===== src/rws_pkg.sv =====
package rws_pkg;

  localparam int unsigned MaxPopulation = 128;
  localparam int unsigned FitW          = 32;
  localparam int unsigned SlotW         = 7;
  localparam int unsigned CountW        = 8;
  localparam int unsigned StatusW       = 2;
  localparam int unsigned ProdW         = 2 * FitW;

  localparam logic [CountW-1:0] ActiveReset = 8'd100;

  typedef enum logic [0:0] {
    ACT_LOAD   = 1'b0,
    ACT_SELECT = 1'b1
  } action_e;

  typedef enum logic [StatusW-1:0] {
    ST_OK    = 2'd0,
    ST_ZERO  = 2'd1,
    ST_RANGE = 2'd2
  } status_e;

  // Controls for the shared accumulate / multiply unit.
  typedef struct packed {
    logic acc_clr;
    logic acc_add;
    logic mul_lo;
    logic mul_hi;
    logic tgt_add;
  } arith_ctl_t;

endpackage


===== src/rws_store.sv =====
module rws_store #(
  parameter int unsigned Depth = rws_pkg::MaxPopulation,
  localparam int unsigned AddrW = $clog2(Depth)
) (
  input  logic                      clk_i,
  input  logic                      wr_en_i,
  input  logic [AddrW-1:0]          wr_addr_i,
  input  logic [rws_pkg::FitW-1:0]  wr_data_i,
  input  logic [AddrW-1:0]          rd_addr_i,
  output logic [rws_pkg::FitW-1:0]  rd_data_o
);
  import rws_pkg::*;

  logic [FitW-1:0] mem_q [Depth];
  logic [FitW-1:0] rd_data_q;

  always_ff @(posedge clk_i) begin
    if (wr_en_i) begin
      mem_q[wr_addr_i] <= wr_data_i;
    end
    rd_data_q <= mem_q[rd_addr_i];
  end

  assign rd_data_o = rd_data_q;

endmodule


===== config.mk =====
export PLATFORM = sky130hd
export DESIGN_NAME = rws_store
export DESIGN_NICKNAME = d
export VERILOG_FILES = /design/src/rws_pkg.sv /design/src/rws_store.sv
export SDC_FILE = /design/constraint.sdc
export NUM_CORES = 2
export LEC_CHECK = 0
export BUFFER_PORTS_ARGS = -buffer_cell sky130_fd_sc_hd__buf_4
export CORE_MARGIN = 2
export CORE_UTILIZATION = 65
export CTS_CLUSTER_DIAMETER = 200
export DETAILED_ROUTE_END_ITERATION = 16
export GPL_ROUTABILITY_DRIVEN = 1
export PLACE_DENSITY = 0.81
export SETUP_SLACK_MARGIN = 0.02
export SYNTH_ARGS = -nofsm -noshare
export SYNTH_HDL_FRONTEND = slang
export SYNTH_SLANG_ARGS = --single-unit
export TNS_END_PERCENT = 20

===== constraint.sdc =====
create_clock -name clk_i -period 6.7 [get_ports clk_i]
set_input_delay 0.335 -clock clk_i [delete_from_list [all_inputs] [get_ports clk_i]]
set_output_delay 0.335 -clock clk_i [all_outputs]
set_load 0.01 [all_outputs]

==> impl_metrics.yaml <==
run_status:
  status: "finished, violations left"
  violations: "max-slew violations"
timing:
  setup_violations: 0
  slew_headroom_pct: -3.34
  fin_crit_sh_pct: 48.9
  clock.fmax_ghz: 0.305
  final-hold-violation-count: 0
  fin_crit_ns: 3.28
  finalSetupTns_ns: 0
  worst_slew_pin_slew_ns: 1.55
  rsz0062_at_grt: "no"
  skew_ns: 0.0765
  drv_slew: 178
clock_tree:
  clkTransAtPathRegs_ns: 0.07
  cts_tree: "yes"
  post_cts_resized: 0
  cts_root_buf: "clkbuf_16"
  cts_buffers: 391
  cts_setup_buffers: 0
  cts_max_path_buffers: 4
  htree_levels: 5
  clk_latency_ns: 1.03
  cts.sinks: 4128
drt:
  first_pass_iters: 6
  viasPerCell: 8.27
  wirelength_mm: 539
  wl_per_cell_um: 54.3
  route.detailed.drc: 0
  drtAntennaViolNets: 0
  vias: 82100
  drt_iter0_drc: 19900
yosys:
  yosysTopAreaCell: "edfxtp_1"
  synth_top_area_share_pct: 78.7
  synth_nets: 6038
  syn_area_um2: 156000
  synth.distinct_cells: 17
  ys_warn_count: 0
  ys_seq_elements: 4128
  synthCells: 5990
  yosysSeqAreaShare_pct: 79.1
  synth_area_per_cell_um2: 26.1
  yosys-top-cells-area: "edfxtp_1 (79%), mux4_2 (19%), clkbuf_1 (0.44%)"
critical_path:
  crit_fanout: 93
  path_class: "input port to flip-flop"
  end_kind: "flip-flop"
  crit_path_start_kind: "input port"
  cp.required_ns: 7.56
  cp.arrival_ns: 4.14
  worstRegToRegCells: 4
power:
  clock_power_share_pct: 41.3
  power_density_nw_per_um2: 309
  power_frac_comb_pct: 5.7
  p_switching_mw: 12.6
  total_power_mw: 54.1
  pwr-share-seq_pct: 53.0
  p_int_mw: 41.5
  ir_worst_vdd_v: 0.000332
  leakagePower_nw: 53.6
  swShare_pct: 23.3
layout:
  nets: 6454
  fill_cells: 11300
  syn_to_final_growth_pct: 12.0
  drive_above_1_share_pct: 35.1
  final_common_cell: "edfxtp_1"
  final_cell_mix: "edfxtp_1 (4096), mux4_2 (1344), clkbuf_16 (394), buf_4 (274), nor2_4 (119)"
global_route:
  grt_overflow: 0
  track_usage_pct: 44.6
  antenna_found_initial: 68
  grt_pass1_vias: 80300
  busiest_layer: "met2"
  grt_start_max_net_pins: 107
  grt_use_met1_pct: 53.3
  use_met3_pct: 12.8
  met2_usage_pct: 68.1
  grt_pass1_wl_mm: 719
flow_run:
  cap_violations: 0
die:
  core_area_um2: 240000
  io_pins: 80
  die_x_um: 494
  fp-row-count: 180
  start_util_pct: 65.2
  die_h_um: 494
  die_area_um2: 244000
placement:
  hpwl_mm: 234
  io_buffers: 79
  globalplace.congestion: 0.827
min_path:
  hold_path.class: "input port to flip-flop"
  whs_path_depth: 2
worst paths after layout:
check,startpoint,endpoint,slack [ns]
worst max register to register,mem_q[31][25],rd_data_o[25],3.77
worst min-delay path,rd_addr_i[5],rd_data_o[19],0.09
worst max-delay path,rd_addr_i[0],rd_data_o[4],3.42
worst min register to register,mem_q[118][18],rd_data_o[18],1.21
sequential cells by signal, indices dropped and copies added (netlist names):
name       flops
rd_data_o     32
mem_q       4096
power by group through the flow:
stage	logic [mW]	clock network [mW]	registers, mW
finish	3.07	22.4	28.7
floorplan	1.38	0	29.1
global route	3.03	22.9	28.6
global placement	2.59	0	29.2
detailed placement	2.71	0	29.2
CTS	2.90	22.1	28.6
layout make-up:
class / instances / area (um^2) / area share, %
multi-input cells: 1546 / 32300 / 18.4
diodes: 45 / 113 / 0.0643
well taps: 3185 / 3990 / 2.28
clock buffers: 489 / 10300 / 5.89
clock inverters: 199 / 1670 / 0.951
flip-flops and latches: 4128 / 124000 / 70.6
repair buffers: 339 / 3030 / 1.73
cell usage after synthesis:
cell	number
buf_1	50
buf_2	79
buf_4	3
buf_6	2
clkbuf_1	182
dfxtp_1	32
edfxtp_1	4096
mux2_2	32
mux4_2	1344
nand2_1	14
nand2b_1	2
nand3_1	12
nand4_1	3
nor2_1	122
nor2b_1	7
nor3_1	9
or3_1	1
worst max-delay path, stage by stage:
cell and delay (ns):
buf_16 0.56, buf_4 0.69, mux4_2 0.68, mux4_2 0.55, mux4_2 0.66, mux2_2 0.33
metrics by stage:
stage	hold WS, ns	utilization, %	setup WS (ns)	std cells	instance area (um^2)
5_1_grt	0.0458	72.9	3.46	9898	175000
4_1_cts	0.0481	72.9	3.62	9885	175000
3_3_place_gp	0.724	67.8	2.70	9165	163000
6_report	0.0892	73.0	3.42	9931	175000
3_5_place_dp	0.740	67.8	2.66	9165	163000
2_1_floorplan	0.434	-	3.13	5990	156000
what timing repair did:
| item | 4_1_cts | 5_1_grt |
|---|---|---|
| hold buffers | 32 | 0 |
| endpoints found under the hold margin | 1123 | 0 |
| setup endpoints to repair | 0 | 0 |
metal layers:
metal  vias up  part of all wire, %
met5         -                0.086
met4        34                   11
met3      2793                   15
met2     10800                   47
met1     41300                   27
li1      27200                    -
logic make-up (layout without fill, tap and decap cells):
kind of cell           count (synthesis)  in the layout  share of synthesized area (%)
AND/OR/NAND/NOR                      170            170                          0.446
buffers and inverters                316           1027                          0.839
multiplexers                        1376           1376                           19.6
flip-flops                          4128           4128                           79.1
other                                  0             45                              0
No activity file was read; power rests on OpenSTA's default activity.
