<file path="config.mk">
export PLATFORM = sky130hd
export DESIGN_NAME = rws_arith
export DESIGN_NICKNAME = d
export VERILOG_FILES = /design/src/rws_pkg.sv /design/src/rws_arith.sv
export SDC_FILE = /design/constraint.sdc
export NUM_CORES = 2
export LEC_CHECK = 0
export ABC_AREA = 0
export ABC_CLOCK_PERIOD_IN_PS = 14400
export BUFFER_PORTS_ARGS = -buffer_cell sky130_fd_sc_hd__buf_2
export CORE_MARGIN = 10
export CORE_UTILIZATION = 25
export CTS_BUF_LIST = sky130_fd_sc_hd__clkbuf_16
export DETAILED_ROUTE_END_ITERATION = 8
export PLACE_DENSITY = 0.45
export SLEW_MARGIN = 30
export SYNTH_ARGS = -nofsm -noshare
export SYNTH_HDL_FRONTEND = slang
export SYNTH_SLANG_ARGS = --single-unit
</file>
<file path="constraint.sdc">
create_clock -name clk_i -period 14.4 [get_ports clk_i]
set_clock_uncertainty 0.15 [all_clocks]
set_input_delay 0.72 -clock clk_i [delete_from_list [all_inputs] [get_ports clk_i]]
set_output_delay 0.72 -clock clk_i [all_outputs]
set_load 0.05 [all_outputs]
</file>
<file path="src/rws_pkg.sv">
package rws_pkg;

  localparam int unsigned MaxPopulation = 128;
  localparam int unsigned FitW          = 32;
  localparam int unsigned SlotW         = 7;
  localparam int unsigned CountW        = 8;
  localparam int unsigned StatusW       = 2;
  localparam int unsigned ProdW         = 2 * FitW;

  localparam logic [CountW-1:0] ActiveReset = 8'd100;

  typedef enum logic [0:0] {
    ACT_LOAD   = 1'b0,
    ACT_SELECT = 1'b1
  } action_e;

  typedef enum logic [StatusW-1:0] {
    ST_OK    = 2'd0,
    ST_ZERO  = 2'd1,
    ST_RANGE = 2'd2
  } status_e;

  // Controls for the shared accumulate / multiply unit.
  typedef struct packed {
    logic acc_clr;
    logic acc_add;
    logic mul_lo;
    logic mul_hi;
    logic tgt_add;
  } arith_ctl_t;

endpackage

</file>
<file path="src/rws_arith.sv">
module rws_arith #(
  parameter int unsigned WheelW = 40
) (
  input  logic                       clk_i,
  input  rws_pkg::arith_ctl_t        ctl_i,
  input  logic [rws_pkg::FitW-1:0]   rfrac_i,
  input  logic [rws_pkg::FitW-1:0]   rd_data_i,
  output logic [WheelW-1:0]          wheel_o,
  output logic                       hit_o
);
  import rws_pkg::*;

  logic [WheelW-1:0] acc_q;
  logic [WheelW-1:0] tgt_q;
  logic [ProdW-1:0]  prod_q;
  logic [WheelW-1:0] sum;
  logic [FitW-1:0]   mul_b;
  logic [ProdW-1:0]  prod;

  assign sum   = acc_q + WheelW'(rd_data_i);
  assign hit_o = sum > tgt_q;

  // The wheel total is split into a low word and a high part, so one
  // 32 by 32 multiplier serves both partial products.
  assign mul_b = ctl_i.mul_hi ? FitW'(acc_q[WheelW-1:FitW]) : acc_q[FitW-1:0];
  assign prod  = rfrac_i * mul_b;

  always_ff @(posedge clk_i) begin
    if (ctl_i.acc_clr) begin
      acc_q <= '0;
    end else if (ctl_i.acc_add) begin
      acc_q <= sum;
    end
    if (ctl_i.mul_lo || ctl_i.mul_hi) begin
      prod_q <= prod;
    end
    if (ctl_i.mul_hi) begin
      tgt_q <= WheelW'(prod_q[ProdW-1:FitW]);
    end else if (ctl_i.tgt_add) begin
      // The true target lies below the wheel total, so modular addition holds.
      tgt_q <= tgt_q + WheelW'(prod_q);
    end
  end

  assign wheel_o = acc_q;

endmodule

</file>
==> key figures <==
Global routing
  – Vias in the first global route: 33,950
  – GRT met3 Usage: ~1.1%
  – Global-route wire length before repair: about 210,000 um
  – Most used routing layer: met2
  – Met2 track demand over resource: approximately 25%
  – Total track usage: 13.89%
  – Antenna violations before repair: 10
  – Largest net degree at the start of global routing: 65
  – GR Util met1: 18.69%
  – Gr ovfl total: 0

Placed design
  – Placer congestion estimate: 0.8335
  – Setup slack at placement: 4.203 ns
  – PortBufs: between 100 and 150
  – Cells after DPL: 6,894
  – Dpl hpwl: 104,500 um

Yosys
  – Synth top area cells: fa_1, ha_1, and2_1, inv_1, edfxtp_1
  – Number of flops mapped to enable cells by yosys: 96
  – Synth Flop Type: edfxtp_1
  – Register area share after synthesis: roughly 9%
  – Synth async-reset ratio: 0%
  – Syn Nets: 6,014
  – Synth cell types: 83
  – Largest area contributor in the netlist: fa_1
  – Post-synthesis instance total: ~4,700
  – Synth Register Bits: 144
  – Syn avg cell area: 9.219 um2
  – Netlist Area Pre-Place: between 40,000 and 50,000 um2
  – Ys Warns: 0
  – Share of the synthesized area in the top cell type: 41.74%

Die
  – Top Ports: 111
  – Die Height: 435.1 um
  – Die ar.: 189,300 um2
  – Chip width: around 440 um
  – Rows: between 150 and 200
  – CORE AREA: roughly 170,000 um2
  – Initial Utilization: 25.11%

Clock network
  – Clock Latency Late Sink: approximately 0.46 ns
  – Clock tree buffer depth: 2
  – Hold buffers post-CTS: 0
  – Clock transition at the registers of the reported paths: 0.07 ns
  – # H-tree levels: 4
  – Clock Sinks: 144
  – CTS buffer count: 17
  – CTS tree: yes
  – Setup Buffers After CTS: 0
  – Clk root buf: clkbuf_16
  – Post-CTS Resized: 0

Setup path
  – RR Startpoint: wheel_o[21]$_SDFFE_PP0P_
  – Crit path kind: in2reg
  – Critical Path End Type: register
  – Critical Path RT: about 14 ns
  – Startpoint Class: primary input
  – Worst Setup SP: ctl_i[1]
  – CP arrival: 9.76 ns
  – CP max FO: 54

Timing
  – Hold Slack: 0.3671 ns
  – Final worst setup slack: 4.690 ns
  – Period utilisation layout: between 60 and 70%
  – RSZ-0062 raised after global routing: no
  – Sum Neg Setup Slack: 0 ns
  – Worst-margin pin slew: 0.9940 ns
  – Count of final setup violators: 0
  – Final Hold Fails: 0
  – Minimum clock period: around 10 ns
  – Slew HR: between 30% and 40%
  – F_max: 103.0 MHz
  – Fin. max-slew vios: 0

Power
  – Leakage power: 22.40 nW
  – Peak supply drop: 0.2084 mV
  – P per Cell Area: between 150 and 200 nW/um2

Layout
  – Synth-to-Final Area Change: 8.093%
  – Share of cells above drive strength 1: 5.611%
  – Post-Layout Cell Count: 6,929
  – Nets@finish: 5,945
  – Fill cells: between 15,000 and 20,000
  – Final core occ: between 20% and 30%

Flow run
  – Max_cap viols: 0

Route
  – Via count: 30,990
  – ANT nets after route: 0
  – WL/cell: 18.87 um
  – Total routed wirelength: 130,800 um
  – Pre-Repair DR Iteration Count: 5
  – DRT iter0 DRCs: 1,436
  – DRC: 0
  – Vias per inst: 4.472

Min path
  – Min-Delay Path Class: reg2reg
  – HP Start: tgt_q[34]$_SDFFE_PP0P_

Run status
  – Status: finished, final reports clean
## Yosys cell counts, types with 3 or more instances
master     number
a21boi_0        6
nand3_1        23
fa_1          898
a31oi_1        12
a21oi_1       144
nor3_1         26
mux2i_1        32
buf_1           3
and3_1         15
dfxtp_1        48
or3_1           4
mux2_2         10
a41oi_1         3
o21ai_1        22
xor2_1         47
o211ai_1        7
and4_1          5
nand2b_1       22
a21o_1         66
nor2_1        104
a2111oi_0       4
o31ai_4         3
o31a_1          4
clkbuf_1      238
o21ai_0        91
and2_1        619
a31oi_4         3
a211oi_2        3
xnor2_1        86
nand4_1        33
ha_1          374
nor2b_1        40
a211o_1         4
o21bai_1       28
o21ai_2         5
o22ai_1         4
o31ai_1         6
a211oi_1        7
nand2_1       530
edfxtp_1       96
or2_2           3
inv_1         917
a221oi_1        4
o21a_1         22
a21oi_2         6
## final timing paths
| kind | slack, ns | depth (start not counted) | end |
|---|---|---|---|
| worst max-delay path | 4.69 | 27 | prod_q[56]$_DFFE_PP_ |
| worst min-delay path | 0.37 | 2 | tgt_q[34]$_SDFFE_PP0P_ |
| worst max register to register | 5.49 | 25 | prod_q[56]$_DFFE_PP_ |
| worst min register to register | 0.37 | 2 | tgt_q[34]$_SDFFE_PP0P_ |
## metal layers
| layer | vias up | wire length, um |
|---|---|---|
| met3 | 83 | 3449 |
| met1 | 16380 | 59220 |
| li1 | 14080 | - |
| met4 | 0 | 1564 |
| met5 | - | 0 |
| met2 | 437 | 66540 |
## registers in the layout, indices dropped and copies added, names as in the netlist
| name | count |
|---|---|
| prod_q | 64 |
| tgt_q | 40 |
| wheel_o | 40 |
## final cells by class
type | instances | area, um2 | share of cell area, %
Inverter | 917 | 3442 | 7.393
Clock buffer | 17 | 425.4 | 0.9137
Multi-Input combinational cell | 3369 | 34930 | 75.03
Sequential cell | 144 | 3844 | 8.256
Tap cell | 2310 | 2890 | 6.208
Timing Repair Buffer | 154 | 888.4 | 1.908
Antenna cell | 3 | 7.507 | 0.01612
Clock inverter | 15 | 128.9 | 0.2768
## cell usage in the layout, fill, tap and decap left out, types with 33 or more instances in the layout
cell      Yosys  layout
xor2_1       47      47
o21ai_0      91      91
edfxtp_1     96      96
fa_1        898     898
nand2_1     530     530
a21o_1       66      66
inv_1       917     918
buf_4         0      47
ha_1        374     374
buf_2         0     107
nand4_1      33      33
a21oi_1     144     144
dfxtp_1      48      48
nor2_1      104     104
xnor2_1      86      86
and2_1      619     619
## stage by stage
step,power (mW),area (um2)
2_1_floorplan,5.884,43070
3_3_place_gp,7.979,45990
3_5_place_dp,7.992,45990
4_1_cts,8.503,46550
5_1_grt,9.346,46560
6_report,8.390,46560
## power breakdown
group / switching, mW / internal, mW
clock network: 0.210 / 0.225
logic: 4.32 / 2.68
registers: 0.142 / 0.814
## cells by family (layout without fill, tap and decap cells)
group           after synthesis  after routing  share of synthesized area, %
simple gates               1441           1441                         17.24
fa+ha+maj                  1272           1272                         52.60
mux                          42             42                         1.005
compound gates              481            481                         7.402
other cells                   0              3                             0
flops                       144            144                         8.924
xor+xnor                    133            133                         2.704
buf+inv                    1159           1103                         10.12
## worst max-delay path, cell delays in order
cell and delay [ns]:
buf_4 0.47, buf_4 0.61, mux2_2 0.64, and2_1 0.29, fa_1 0.57, fa_1 0.45, fa_1 0.52, inv_1 0.05
fa_1 0.47, inv_1 0.05, fa_1 0.50, inv_1 0.06, fa_1 0.53, inv_1 0.05, fa_1 0.38, fa_1 0.47
ha_1 0.42, a21oi_1 0.13, o21a_1 0.18, o21ai_0 0.28, a2111oi_0 0.19, a211oi_1 0.51, nand2b_1 0.26, a31oi_1 0.14
or4b_1 0.50, nand3_1 0.11, xor2_1 0.08
No activity file was read; power rests on OpenSTA's default activity.
